===== config.mk =====
export PLATFORM = sky130hd
export DESIGN_NAME = lcg_random_in_range_flat
export DESIGN_NICKNAME = d
export VERILOG_FILES = /design/src/hdl/lcgr_pkg.sv /design/src/hdl/lcgr_in_if.sv /design/src/hdl/lcgr_out_if.sv /design/src/hdl/lcg_random_in_range.sv /design/src/hdl/lcgr_front.sv /design/src/hdl/lcgr_queue.sv /design/src/hdl/lcgr_back.sv /design/src/flat_wrapper.sv
export SDC_FILE = /design/constraint.sdc
export NUM_CORES = 1
export LEC_CHECK = 0
export BUFFER_PORTS_ARGS = -buffer_cell sky130_fd_sc_hd__buf_4
export CORE_MARGIN = 8
export CORE_UTILIZATION = 25
export CTS_CLUSTER_SIZE = 8
export DETAILED_ROUTE_END_ITERATION = 10
export PLACE_DENSITY = 0.45
export SLEW_MARGIN = 20
export SYNTH_ARGS = -nofsm -noshare
export SYNTH_HDL_FRONTEND = slang
export SYNTH_SLANG_ARGS = --single-unit

===== constraint.sdc =====
create_clock -name clk -period 9.8 [get_ports clk]
set_input_delay 0.98 -clock clk [delete_from_list [all_inputs] [get_ports clk]]
set_output_delay 0.98 -clock clk [all_outputs]
set_load 0.05 [all_outputs]

===== src/hdl/lcgr_pkg.sv =====
package lcgr_pkg;

	localparam int unsigned DATA_W = 32;
	localparam int unsigned DRAW_W = 15;
	localparam int unsigned DRAW_SHIFT = 16;
	localparam int unsigned STEP_CNT_W = $clog2(DRAW_W);

	localparam logic [DATA_W-1:0] LCG_MULT = 32'd1103515245;
	localparam logic [DATA_W-1:0] LCG_INC = 32'd12345;
	localparam logic [DATA_W-1:0] LCG_SEED_RST = 32'd1;

	localparam int unsigned QUEUE_DEPTH_DEF = 2;

	typedef enum logic [1:0] {
		KIND_DRAW = 2'd0,
		KIND_EMPTY = 2'd1,
		KIND_RESEED = 2'd2
	} kind_t;

	// One classified job. For a reseed, data holds the seed; otherwise it holds
	// the lower bound, and span holds the unsigned width of the range.
	typedef struct packed {
		kind_t kind;
		logic [DATA_W-1:0] data;
		logic [DATA_W-1:0] span;
	} job_t;

endpackage


===== src/hdl/lcgr_in_if.sv =====
interface lcgr_in_if
	import lcgr_pkg::*;
();
	logic valid;
	logic ready;
	logic mode;
	logic [DATA_W-1:0] seed_value;
	logic signed [DATA_W-1:0] low_bound;
	logic signed [DATA_W-1:0] high_bound;

	modport source (output valid, output mode, output seed_value, output low_bound,
		output high_bound, input ready);
	modport sink (input valid, input mode, input seed_value, input low_bound,
		input high_bound, output ready);
endinterface


===== src/hdl/lcgr_out_if.sv =====
interface lcgr_out_if
	import lcgr_pkg::*;
();
	logic valid;
	logic ready;
	logic signed [DATA_W-1:0] value;

	modport source (output valid, output value, input ready);
	modport sink (input valid, input value, output ready);
endinterface


===== src/hdl/lcg_random_in_range.sv =====
// Sequencing: a reseed or an empty-range transaction goes straight to the result
// register; a draw first passes a multiply, 15 remainder steps and a final add.
// The back end holds one job at a time, using the bit-serial remainder unit for
// draws; it takes the next job only after the previous result has been accepted.
// Reset: arst_n clears the job queue and the sequencer and sets the generator
// state to 1; no transaction is in flight after reset.
module lcg_random_in_range
	import lcgr_pkg::*;
#(
	parameter int unsigned QUEUE_DEPTH = QUEUE_DEPTH_DEF
) (
	input logic clk,
	input logic arst_n,
	lcgr_in_if.sink req,
	lcgr_out_if.source rsp
);

	// The front end classifies each incoming transaction as a reseed, an empty
	// range or a real draw, and computes the unsigned span of the range.
	// Classified jobs wait in a short queue so that new requests are taken
	// while the back end is still busy with a remainder or holding a result.
	logic push;
	job_t push_job;
	logic queue_full;
	logic queue_empty;
	logic pop;
	job_t head_job;

	lcgr_front u_front (
		.req(req),
		.queue_full(queue_full),
		.push(push),
		.job(push_job)
	);

	lcgr_queue #(
		.DEPTH(QUEUE_DEPTH)
	) u_queue (
		.clk(clk),
		.arst_n(arst_n),
		.push(push),
		.push_job(push_job),
		.pop(pop),
		.head_job(head_job),
		.full(queue_full),
		.empty(queue_empty)
	);

	// The back end owns the generator state. It handles jobs strictly in
	// order, so the state advances exactly as the sequence of draws demands.
	// A draw advances the state with one multiply, extracts 15 bits, reduces
	// them by the span one bit per cycle, then adds the lower bound.
	lcgr_back u_back (
		.clk(clk),
		.arst_n(arst_n),
		.queue_empty(queue_empty),
		.head_job(head_job),
		.pop(pop),
		.rsp(rsp)
	);

endmodule


===== src/hdl/lcgr_front.sv =====
module lcgr_front
	import lcgr_pkg::*;
(
	lcgr_in_if.sink req,
	input logic queue_full,
	output logic push,
	output job_t job
);

	logic range_empty;

	assign range_empty = (req.high_bound <= req.low_bound);

	assign req.ready = !queue_full;
	assign push = req.valid && !queue_full;

	always_comb begin
		job.span = $unsigned(req.high_bound) - $unsigned(req.low_bound);
		if (req.mode) begin
			job.kind = KIND_RESEED;
			job.data = req.seed_value;
		end else if (range_empty) begin
			job.kind = KIND_EMPTY;
			job.data = $unsigned(req.low_bound);
		end else begin
			job.kind = KIND_DRAW;
			job.data = $unsigned(req.low_bound);
		end
	end

endmodule


===== src/hdl/lcgr_queue.sv =====
module lcgr_queue
	import lcgr_pkg::*;
#(
	parameter int unsigned DEPTH = QUEUE_DEPTH_DEF
) (
	input logic clk,
	input logic arst_n,
	input logic push,
	input job_t push_job,
	input logic pop,
	output job_t head_job,
	output logic full,
	output logic empty
);

	localparam int unsigned PTR_W = (DEPTH > 1) ? $clog2(DEPTH) : 1;
	localparam int unsigned CNT_W = $clog2(DEPTH + 1);
	localparam logic [PTR_W-1:0] LAST_PTR = PTR_W'(DEPTH - 1);
	localparam logic [CNT_W-1:0] FULL_CNT = CNT_W'(DEPTH);

	job_t slot_q [DEPTH];
	logic [PTR_W-1:0] wr_ptr_q;
	logic [PTR_W-1:0] rd_ptr_q;
	logic [CNT_W-1:0] count_q;
	logic do_push;
	logic do_pop;

	assign full = (count_q == FULL_CNT);
	assign empty = (count_q == '0);
	assign do_push = push && !full;
	assign do_pop = pop && !empty;
	assign head_job = slot_q[rd_ptr_q];

	always_ff @(posedge clk) begin
		if (do_push) begin
			slot_q[wr_ptr_q] <= push_job;
		end
	end

	always_ff @(posedge clk or negedge arst_n) begin
		if (!arst_n) begin
			wr_ptr_q <= '0;
			rd_ptr_q <= '0;
			count_q <= '0;
		end else begin
			if (do_push) begin
				wr_ptr_q <= (wr_ptr_q == LAST_PTR) ? '0 : wr_ptr_q + 1'b1;
			end
			if (do_pop) begin
				rd_ptr_q <= (rd_ptr_q == LAST_PTR) ? '0 : rd_ptr_q + 1'b1;
			end
			if (do_push && !do_pop) begin
				count_q <= count_q + 1'b1;
			end else if (do_pop && !do_push) begin
				count_q <= count_q - 1'b1;
			end
		end
	end

endmodule


===== src/hdl/lcgr_back.sv =====
module lcgr_back
	import lcgr_pkg::*;
(
	input logic clk,
	input logic arst_n,
	input logic queue_empty,
	input job_t head_job,
	output logic pop,
	lcgr_out_if.source rsp
);

	typedef enum logic [4:0] {
		ST_IDLE = 5'b00001,
		ST_MUL = 5'b00010,
		ST_DIV = 5'b00100,
		ST_ADD = 5'b01000,
		ST_OUT = 5'b10000
	} state_t;

	state_t state_q;
	logic [DATA_W-1:0] gen_state_q;
	logic [DATA_W-1:0] low_q;
	logic [DATA_W-1:0] span_q;
	logic [DRAW_W-1:0] draw_q;
	logic [DRAW_W-1:0] rem_q;
	logic [STEP_CNT_W-1:0] step_q;
	logic [DATA_W-1:0] value_q;

	logic [DATA_W-1:0] next_gen;
	logic [DRAW_W:0] trial;
	logic trial_fits;
	logic [DRAW_W-1:0] rem_next;

	assign next_gen = gen_state_q * LCG_MULT + LCG_INC;

	// One restoring step: shift in the next dividend bit, subtract if it fits.
	assign trial = {rem_q, draw_q[DRAW_W-1]};
	assign trial_fits = ({{(DATA_W-DRAW_W-1){1'b0}}, trial} >= span_q);
	assign rem_next = trial_fits ? DRAW_W'(trial - span_q[DRAW_W:0]) : trial[DRAW_W-1:0];

	assign pop = (state_q == ST_IDLE) && !queue_empty;
	assign rsp.valid = (state_q == ST_OUT);
	assign rsp.value = value_q;

	always_ff @(posedge clk) begin
		case (state_q)
			ST_IDLE: begin
				low_q <= head_job.data;
				span_q <= head_job.span;
				case (head_job.kind)
					KIND_RESEED: value_q <= '0;
					default: value_q <= head_job.data;
				endcase
			end
			ST_MUL: begin
				draw_q <= next_gen[DRAW_SHIFT +: DRAW_W];
				rem_q <= '0;
			end
			ST_DIV: begin
				draw_q <= {draw_q[DRAW_W-2:0], 1'b0};
				rem_q <= rem_next;
			end
			ST_ADD: begin
				value_q <= low_q + {{(DATA_W-DRAW_W){1'b0}}, rem_q};
			end
			default: begin
			end
		endcase
	end

	always_ff @(posedge clk or negedge arst_n) begin
		if (!arst_n) begin
			state_q <= ST_IDLE;
			gen_state_q <= LCG_SEED_RST;
			step_q <= '0;
		end else begin
			case (state_q)
				ST_IDLE: begin
					if (!queue_empty) begin
						case (head_job.kind)
							KIND_RESEED: begin
								gen_state_q <= head_job.data;
								state_q <= ST_OUT;
							end
							KIND_DRAW: state_q <= ST_MUL;
							default: state_q <= ST_OUT;
						endcase
					end
				end
				ST_MUL: begin
					gen_state_q <= next_gen;
					step_q <= '0;
					state_q <= ST_DIV;
				end
				ST_DIV: begin
					step_q <= step_q + 1'b1;
					if (step_q == STEP_CNT_W'(DRAW_W - 1)) begin
						state_q <= ST_ADD;
					end
				end
				ST_ADD: state_q <= ST_OUT;
				ST_OUT: begin
					if (rsp.ready) begin
						state_q <= ST_IDLE;
					end
				end
				default: state_q <= ST_IDLE;
			endcase
		end
	end

endmodule

===== src/flat_wrapper.sv =====
// flat-port wrapper written by rule: the top's interface ports become plain ports
module lcg_random_in_range_flat import lcgr_pkg::*;
#(
	parameter int unsigned QUEUE_DEPTH = QUEUE_DEPTH_DEF
)
  (clk, arst_n, req_valid, req_mode, req_seed_value, req_low_bound, req_high_bound, req_ready, rsp_valid, rsp_value, rsp_ready);
  lcgr_in_if req_i ();
  lcgr_out_if rsp_i ();
  input logic clk;
  input logic arst_n;
  input wire logic [$bits(req_i.valid)-1:0] req_valid;
  input wire logic [$bits(req_i.mode)-1:0] req_mode;
  input wire logic [$bits(req_i.seed_value)-1:0] req_seed_value;
  input wire logic [$bits(req_i.low_bound)-1:0] req_low_bound;
  input wire logic [$bits(req_i.high_bound)-1:0] req_high_bound;
  output wire logic [$bits(req_i.ready)-1:0] req_ready;
  output wire logic [$bits(rsp_i.valid)-1:0] rsp_valid;
  output wire logic [$bits(rsp_i.value)-1:0] rsp_value;
  input wire logic [$bits(rsp_i.ready)-1:0] rsp_ready;
  assign req_i.valid = req_valid;
  assign req_i.mode = req_mode;
  assign req_i.seed_value = req_seed_value;
  assign req_i.low_bound = req_low_bound;
  assign req_i.high_bound = req_high_bound;
  assign req_ready = req_i.ready;
  assign rsp_valid = rsp_i.valid;
  assign rsp_value = rsp_i.value;
  assign rsp_i.ready = rsp_ready;
  lcg_random_in_range #(.QUEUE_DEPTH(QUEUE_DEPTH)) u_core (.clk(clk), .arst_n(arst_n), .req(req_i), .rsp(rsp_i));
endmodule

-- After elaboration in Yosys (flattened, before gate mapping)
Memories as Yosys holds them, arrays and structs flattened.
Cells that the tools add are included.
- add/sub/neg operators: 9
- multiply operators: 1
- divide/modulo/power cells: 0
- order comparisons: 2
- equality and inequality tests: 12
- shift operators: 0
- multiplexer cells: 22
- bitwise logic cells: 0
- reduce and logical (&&, ||, !) cells: 18
- operators with widths (cell ; count):
    32-bit one-hot mux with 2 select lines ; 2
    32-bit 2-to-1 mux ; 3
    15-bit one-hot mux with 2 select lines ; 2
    34-bit 2-to-1 mux ; 1
    33-bit 2-to-1 mux ; 1
    32-bit by 14-bit adder with 32-bit output (second input constant) ; 1
    32-bit by 15-bit adder with 32-bit output ; 1
    16-bit by 32-bit greater-or-equal comparator with 1-bit output ; 1
    32-bit <= comparator ; 1
    32-bit by 31-bit multiplier with 32-bit output (second input constant) ; 1
    32-bit subtractor ; 1
    5-bit one-hot mux with 5 select lines ; 1
    5-bit 2-to-1 mux ; 4
    15-bit 2-to-1 mux ; 1
    15-bit subtractor ; 1
    4-bit one-hot mux with 2 select lines ; 1
    2-bit nonzero test ; 4
    1-bit logical AND ; 6
    3-bit AND reduction ; 2
    5-bit by 1-bit == test with 1-bit output (second input constant) ; 1
    5-bit by 2-bit == test with 1-bit output (second input constant) ; 1
    5-bit by 3-bit == test with 1-bit output (second input constant) ; 1
    5-bit by 4-bit == test with 1-bit output (second input constant) ; 1
    5-bit == test (second input constant) ; 1
    12 further kinds ; 24
- bits in registers: 171
- bits in latches: 0
- bits in writable memories: 132
- memory bits (read-only): 0
- input port bits: 101
- word-level logic and storage cells: 76
- memories kept: 1
- memory list (memory ; words ; bits a word ; rd ports ; clocked after Yosys merged registers in ; write ports ; line ; source):
    u_core.u_queue.slot_q ; 2 ; 66 ; 1 ; 0 ; 1 ; lcgr_queue.sv:21 ; job_t slot_q [DEPTH];

-- Longest topological paths before layout
- depth after elaboration: 8
- gate-level depth with buffers: 26
- depth with buffers taken out: 25

-- Modules after synthesis
From an unflattened synthesis, not the netlist that was laid out.
- cell total of the unflattened synthesis: 2242
- area, all modules: 24210.7 µm²
- by module, submodules not included (module ; times used ; cells an instance ; area each (µm²)):
    lcgr_back ; 1 ; 1674 ; 16866.2
    lcgr_queue ; 1 ; 224 ; 5072.4
    lcgr_front ; 1 ; 344 ; 2272.2

-- Worst setup path after synthesis
Ideal clock, no wire load.
- kind: reg-to-reg
- from: reg u_core.u_back.gen_state_q[6]
- to: reg u_core.u_back.draw_q[11], data pin
- data arrival time: 6.737 ns
- path slack: 2.803 ns
- stages on the path, launching flop included: 26
- buffers on the path: 1
- period minus slack after synthesis: 6.997 ns
- path through: dfrtp_1 ha_1 xor2_1 ha_1 a21oi_1 fa_1 fa_1 inv_1 fa_1 inv_1 fa_1 inv_1 fa_1 inv_1 fa_1 inv_1 ha_1 clkbuf_1 a211oi_1 o221ai_1 a2111oi_0 nor2_1 a311oi_2 o21ai_1 xor2_1 mux2_2
- word-level cells in the longest chain between the ends: 3
- ends and longest elaborated chain (what ; line ; source):
    from (decl) ; lcgr_back.sv:21 ; logic [DATA_W-1:0] gen_state_q;
    from (signal assigned) ; lcgr_back.sv:82 ; gen_state_q <= head_job.data;
    from (signal assigned) ; lcgr_back.sv:91 ; gen_state_q <= next_gen;
    32-bit by 31-bit multiplier with 32-bit output ; lcgr_back.sv:34 ; assign next_gen = gen_state_q * LCG_MULT + LCG_INC;
    32-bit by 14-bit adder with 32-bit output ; lcgr_back.sv:34 ;
    15-bit one-hot mux with 2 select lines ; lcgr_back.sv:46 ; case (state_q)
    to (signal assigned) ; lcgr_back.sv:56 ; draw_q <= next_gen[DRAW_SHIFT +: DRAW_W];
    to (signal assigned) ; lcgr_back.sv:60 ; draw_q <= {draw_q[DRAW_W-2:0], 1'b0};
    to (decl) ; lcgr_back.sv:24 ; logic [DRAW_W-1:0] draw_q;
Every way passes these cells.
A chain may end at the register's enable or synchronous reset.

-- Worst setup path after layout
- from: reg u_core.u_back.gen_state_q[7]
- to: reg u_core.u_back.draw_q[11], data pin
Same word-level chain as after synthesis.

==> results.yml <==
floorplanning:
  ios: 135
  die-area_mm2: 0.107
  placement_rows: 114
  coreArea_mm2: 0.0964
  initial_utilization_pct: 25.2
  dieWidth_um: 327
  die_h_um: 327
worst_setup_path:
  crit_buf_inv: 5
  critPathMaxStageDelay_ns: 0.57
  slowest_stage: "fa_1"
  critical_path.top_delay_family: "adder cells"
  cp_data_required_time_ns: 10.10
  crit_type: "register to register"
  crit_path_end_kind: "register"
  startpoint: "u_core.u_back.gen_state_q[7]$_DFFE_PN0P_"
  cp_max_fo: 8
  reg2reg_from: "u_core.u_back.gen_state_q[7]$_DFFE_PN0P_"
  startpoint_type: "register"
  cp_cell_sequence: "ha_1, xor2_1, ha_1, a21oi_1, fa_1, fa_1, inv_1, fa_1, inv_1, fa_1, inv_1, fa_1, inv_1, fa_1, inv_1, ha_1, a211oi_1, o221ai_1, a2111oi_0, nor2_1, a311oi_2, o21ai_1, xor2_1, mux2_2"
  crit_path_frequent_cell: "fa_1"
  crit_arrival_ns: 8.15
drt:
  wl_mm: 67.8
  post-route-drc-count: 0
  met1Wirelength_mm: 31.2
  wl_per_cell_um: 18.1
  wl_met3_mm: 2.24
  routed_via_density: 4.43
  wl_met2_mm: 33.1
  routed.top_layer: "met4"
  drtIter0Drc: 744
  drt_first_pass_iters: 4
  vias: 16600
  drtAntennaViolNets: 0
finish:
  final_common_cell: "inv_1"
  layout_common_cells: "inv_1, ha_1, edfxtp_1, fa_1, buf_4"
  drive_above_1_share_pct: 10.6
  diodes: 0
  fin_util_pct: 29.1
  syn_to_final_growth_pct: 15.6
  final_nets: 2985
logic_synthesis:
  synth_edf_count: 258
  ys_top_cells_by_area: "edfxtp_1, fa_1, ha_1, inv_1, dfrtp_1"
  ys.flop_type: "edfxtp_1"
  ys_warn_count: 0
  ys_ff_latch: 302
  syn_area_mm2: 0.0243
  netlist_instances: 2301
  syn_area_per_cell_um2: 10.5
  syn_nets: 2844
  ys_types: 73
  synth_top_cell_by_area: "edfxtp_1"
  ys_async_sr_fraction_pct: 14.6
  ys_seq_area_share_pct: 36.5
  yosysTopAreaCellShare_pct: 31.9
global_routing:
  grtUsageTotal_pct: 12.4
  grt_max_degree: 68
  antenna_found_initial: 0
  grt_pass1_vias: 17900
  gr-total-overflow: 0
  grt_first_pass_wirelength_mm: 105
clock_tree:
  numCtsBuffers: 43
  htree_levels: 2
  clock_latency_ns: 0.56
  cts_resized: 0
  cts-root-buf: "clkbuf_16"
  ctsHoldBuffers: 0
  cts_setup_buffers: 0
  clockBufferDepth: 3
  clkTransAtPathRegs_ns: 0.06
  cts.sinks: 302
  cts_tree: "yes"
placement:
  io_buffers: 134
  place.detailed.hpwl_mm: 55.6
  gp_congestion: 0.839
sta:
  setup_viol: 0
  slew_headroom_pct: 35.0
  fin_crit_ns: 7.85
  skew_ns: 0.0268
  tightest_slew_ns: 0.951
  rsz0062_at_grt: "no"
  clock.fmax_mhz: 127
  fin_hold_ws_ns: 0.484
  hold_viol: 0
  fin_crit_sh_pct: 80.1
  setup_tns_ns: 0
  drv_slew: 0
worst_hold_path:
  hold_path.class: "input pin to async pin"
run_status:
  status: "completed"
run:
  max_cap_violations: 0
[final cells by class]
type	instances	area [µm²]
tap	1276	1600
multi-input combinational	1433	13300
timing repair buffer	147	1100
sequential	302	8850
clock inverter	3	68.8
clock buffer	66	1170
inverter	515	1930
fill	10100	68400
[cells in the mapped netlist, drive strengths merged (18+ instances only)]
cell type,count
o22ai,29
xnor2,83
xor2,33
o21a,21
fa,182
dfrtp,42
and3,18
a211oi,18
clkbuf,45
a21o,32
nand3,41
edfxtp,258
mux2,41
nand2,139
mux2i,47
nor2,81
o21ai,111
ha,260
inv,515
nor3,28
o211ai,26
a21oi,75
[per-stage QoR]
stage               area (µm²)  instances  setup WS [ns]
detailed placement       26800       3673           2.03
CTS                      28000       3742           1.98
global route             28000       3742           1.61
finish                   28000       3742           1.95
floorplan                24300       2301           2.80
global placement         26800       3673           2.27
[cell families after synthesis]
family                     Yosys count  synth area share [%]
muxes                               88                  3.84
AOI/OAI and AO/OA                  375                  9.91
xor gates and xnor gates           116                  4.19
DFF                                302                  36.5
buffers and inverters              566                  8.80
adders and majority gates          442                  28.4
and+or+nand+nor                    412                  8.34
[registers in the layout, summed over array words and instances, names as in the netlist]
| register | flops |
|---|---|
| u_core.u_back.draw_q | 15 |
| u_core.u_queue.wr_ptr_q | 1 |
| u_core.u_back.span_q | 32 |
| u_core.u_back.rem_q | 15 |
| u_core.u_back.rsp.value | 32 |
| u_core.u_queue.rd_ptr_q | 1 |
| u_core.u_queue.slot_q | 132 |
| u_core.u_back.low_q | 32 |
| u_core.u_back.gen_state_q | 31 |
| u_core.u_back.step_q | 4 |
| u_core.u_back.state_q | 5 |
| u_core.u_queue.count_q | 2 |
[routing by layer]
layer / global-route usage (%) / vias up
met5: 0 / -
met4: 2.76 / 0
met3: 1.54 / 68
met2: 21.5 / 308
met1: 16.5 / 8184
li1: - / 8023
[worst paths after layout]
check,end,slack [ns],cells past startpoint
worst max-delay path,u_core.u_back.draw_q[11]$_DFFE_PP_,1.95,24
worst min-delay path,u_core.u_back.gen_state_q[26]$_DFFE_PN0P_,0.48,1
worst max register to register,u_core.u_back.draw_q[11]$_DFFE_PP_,1.95,24
worst min register to register,u_core.u_back.draw_q[6]$_DFFE_PP_,0.51,2
max in group asynchronous,u_core.u_queue.rd_ptr_q$_DFFE_PN0P_,8.78,1
min in group clk,u_core.u_back.draw_q[6]$_DFFE_PP_,0.51,2
Power is left out: the tool's default activity adds up to more than one toggle a clock period on the data nets, which glitch-free logic cannot reach.
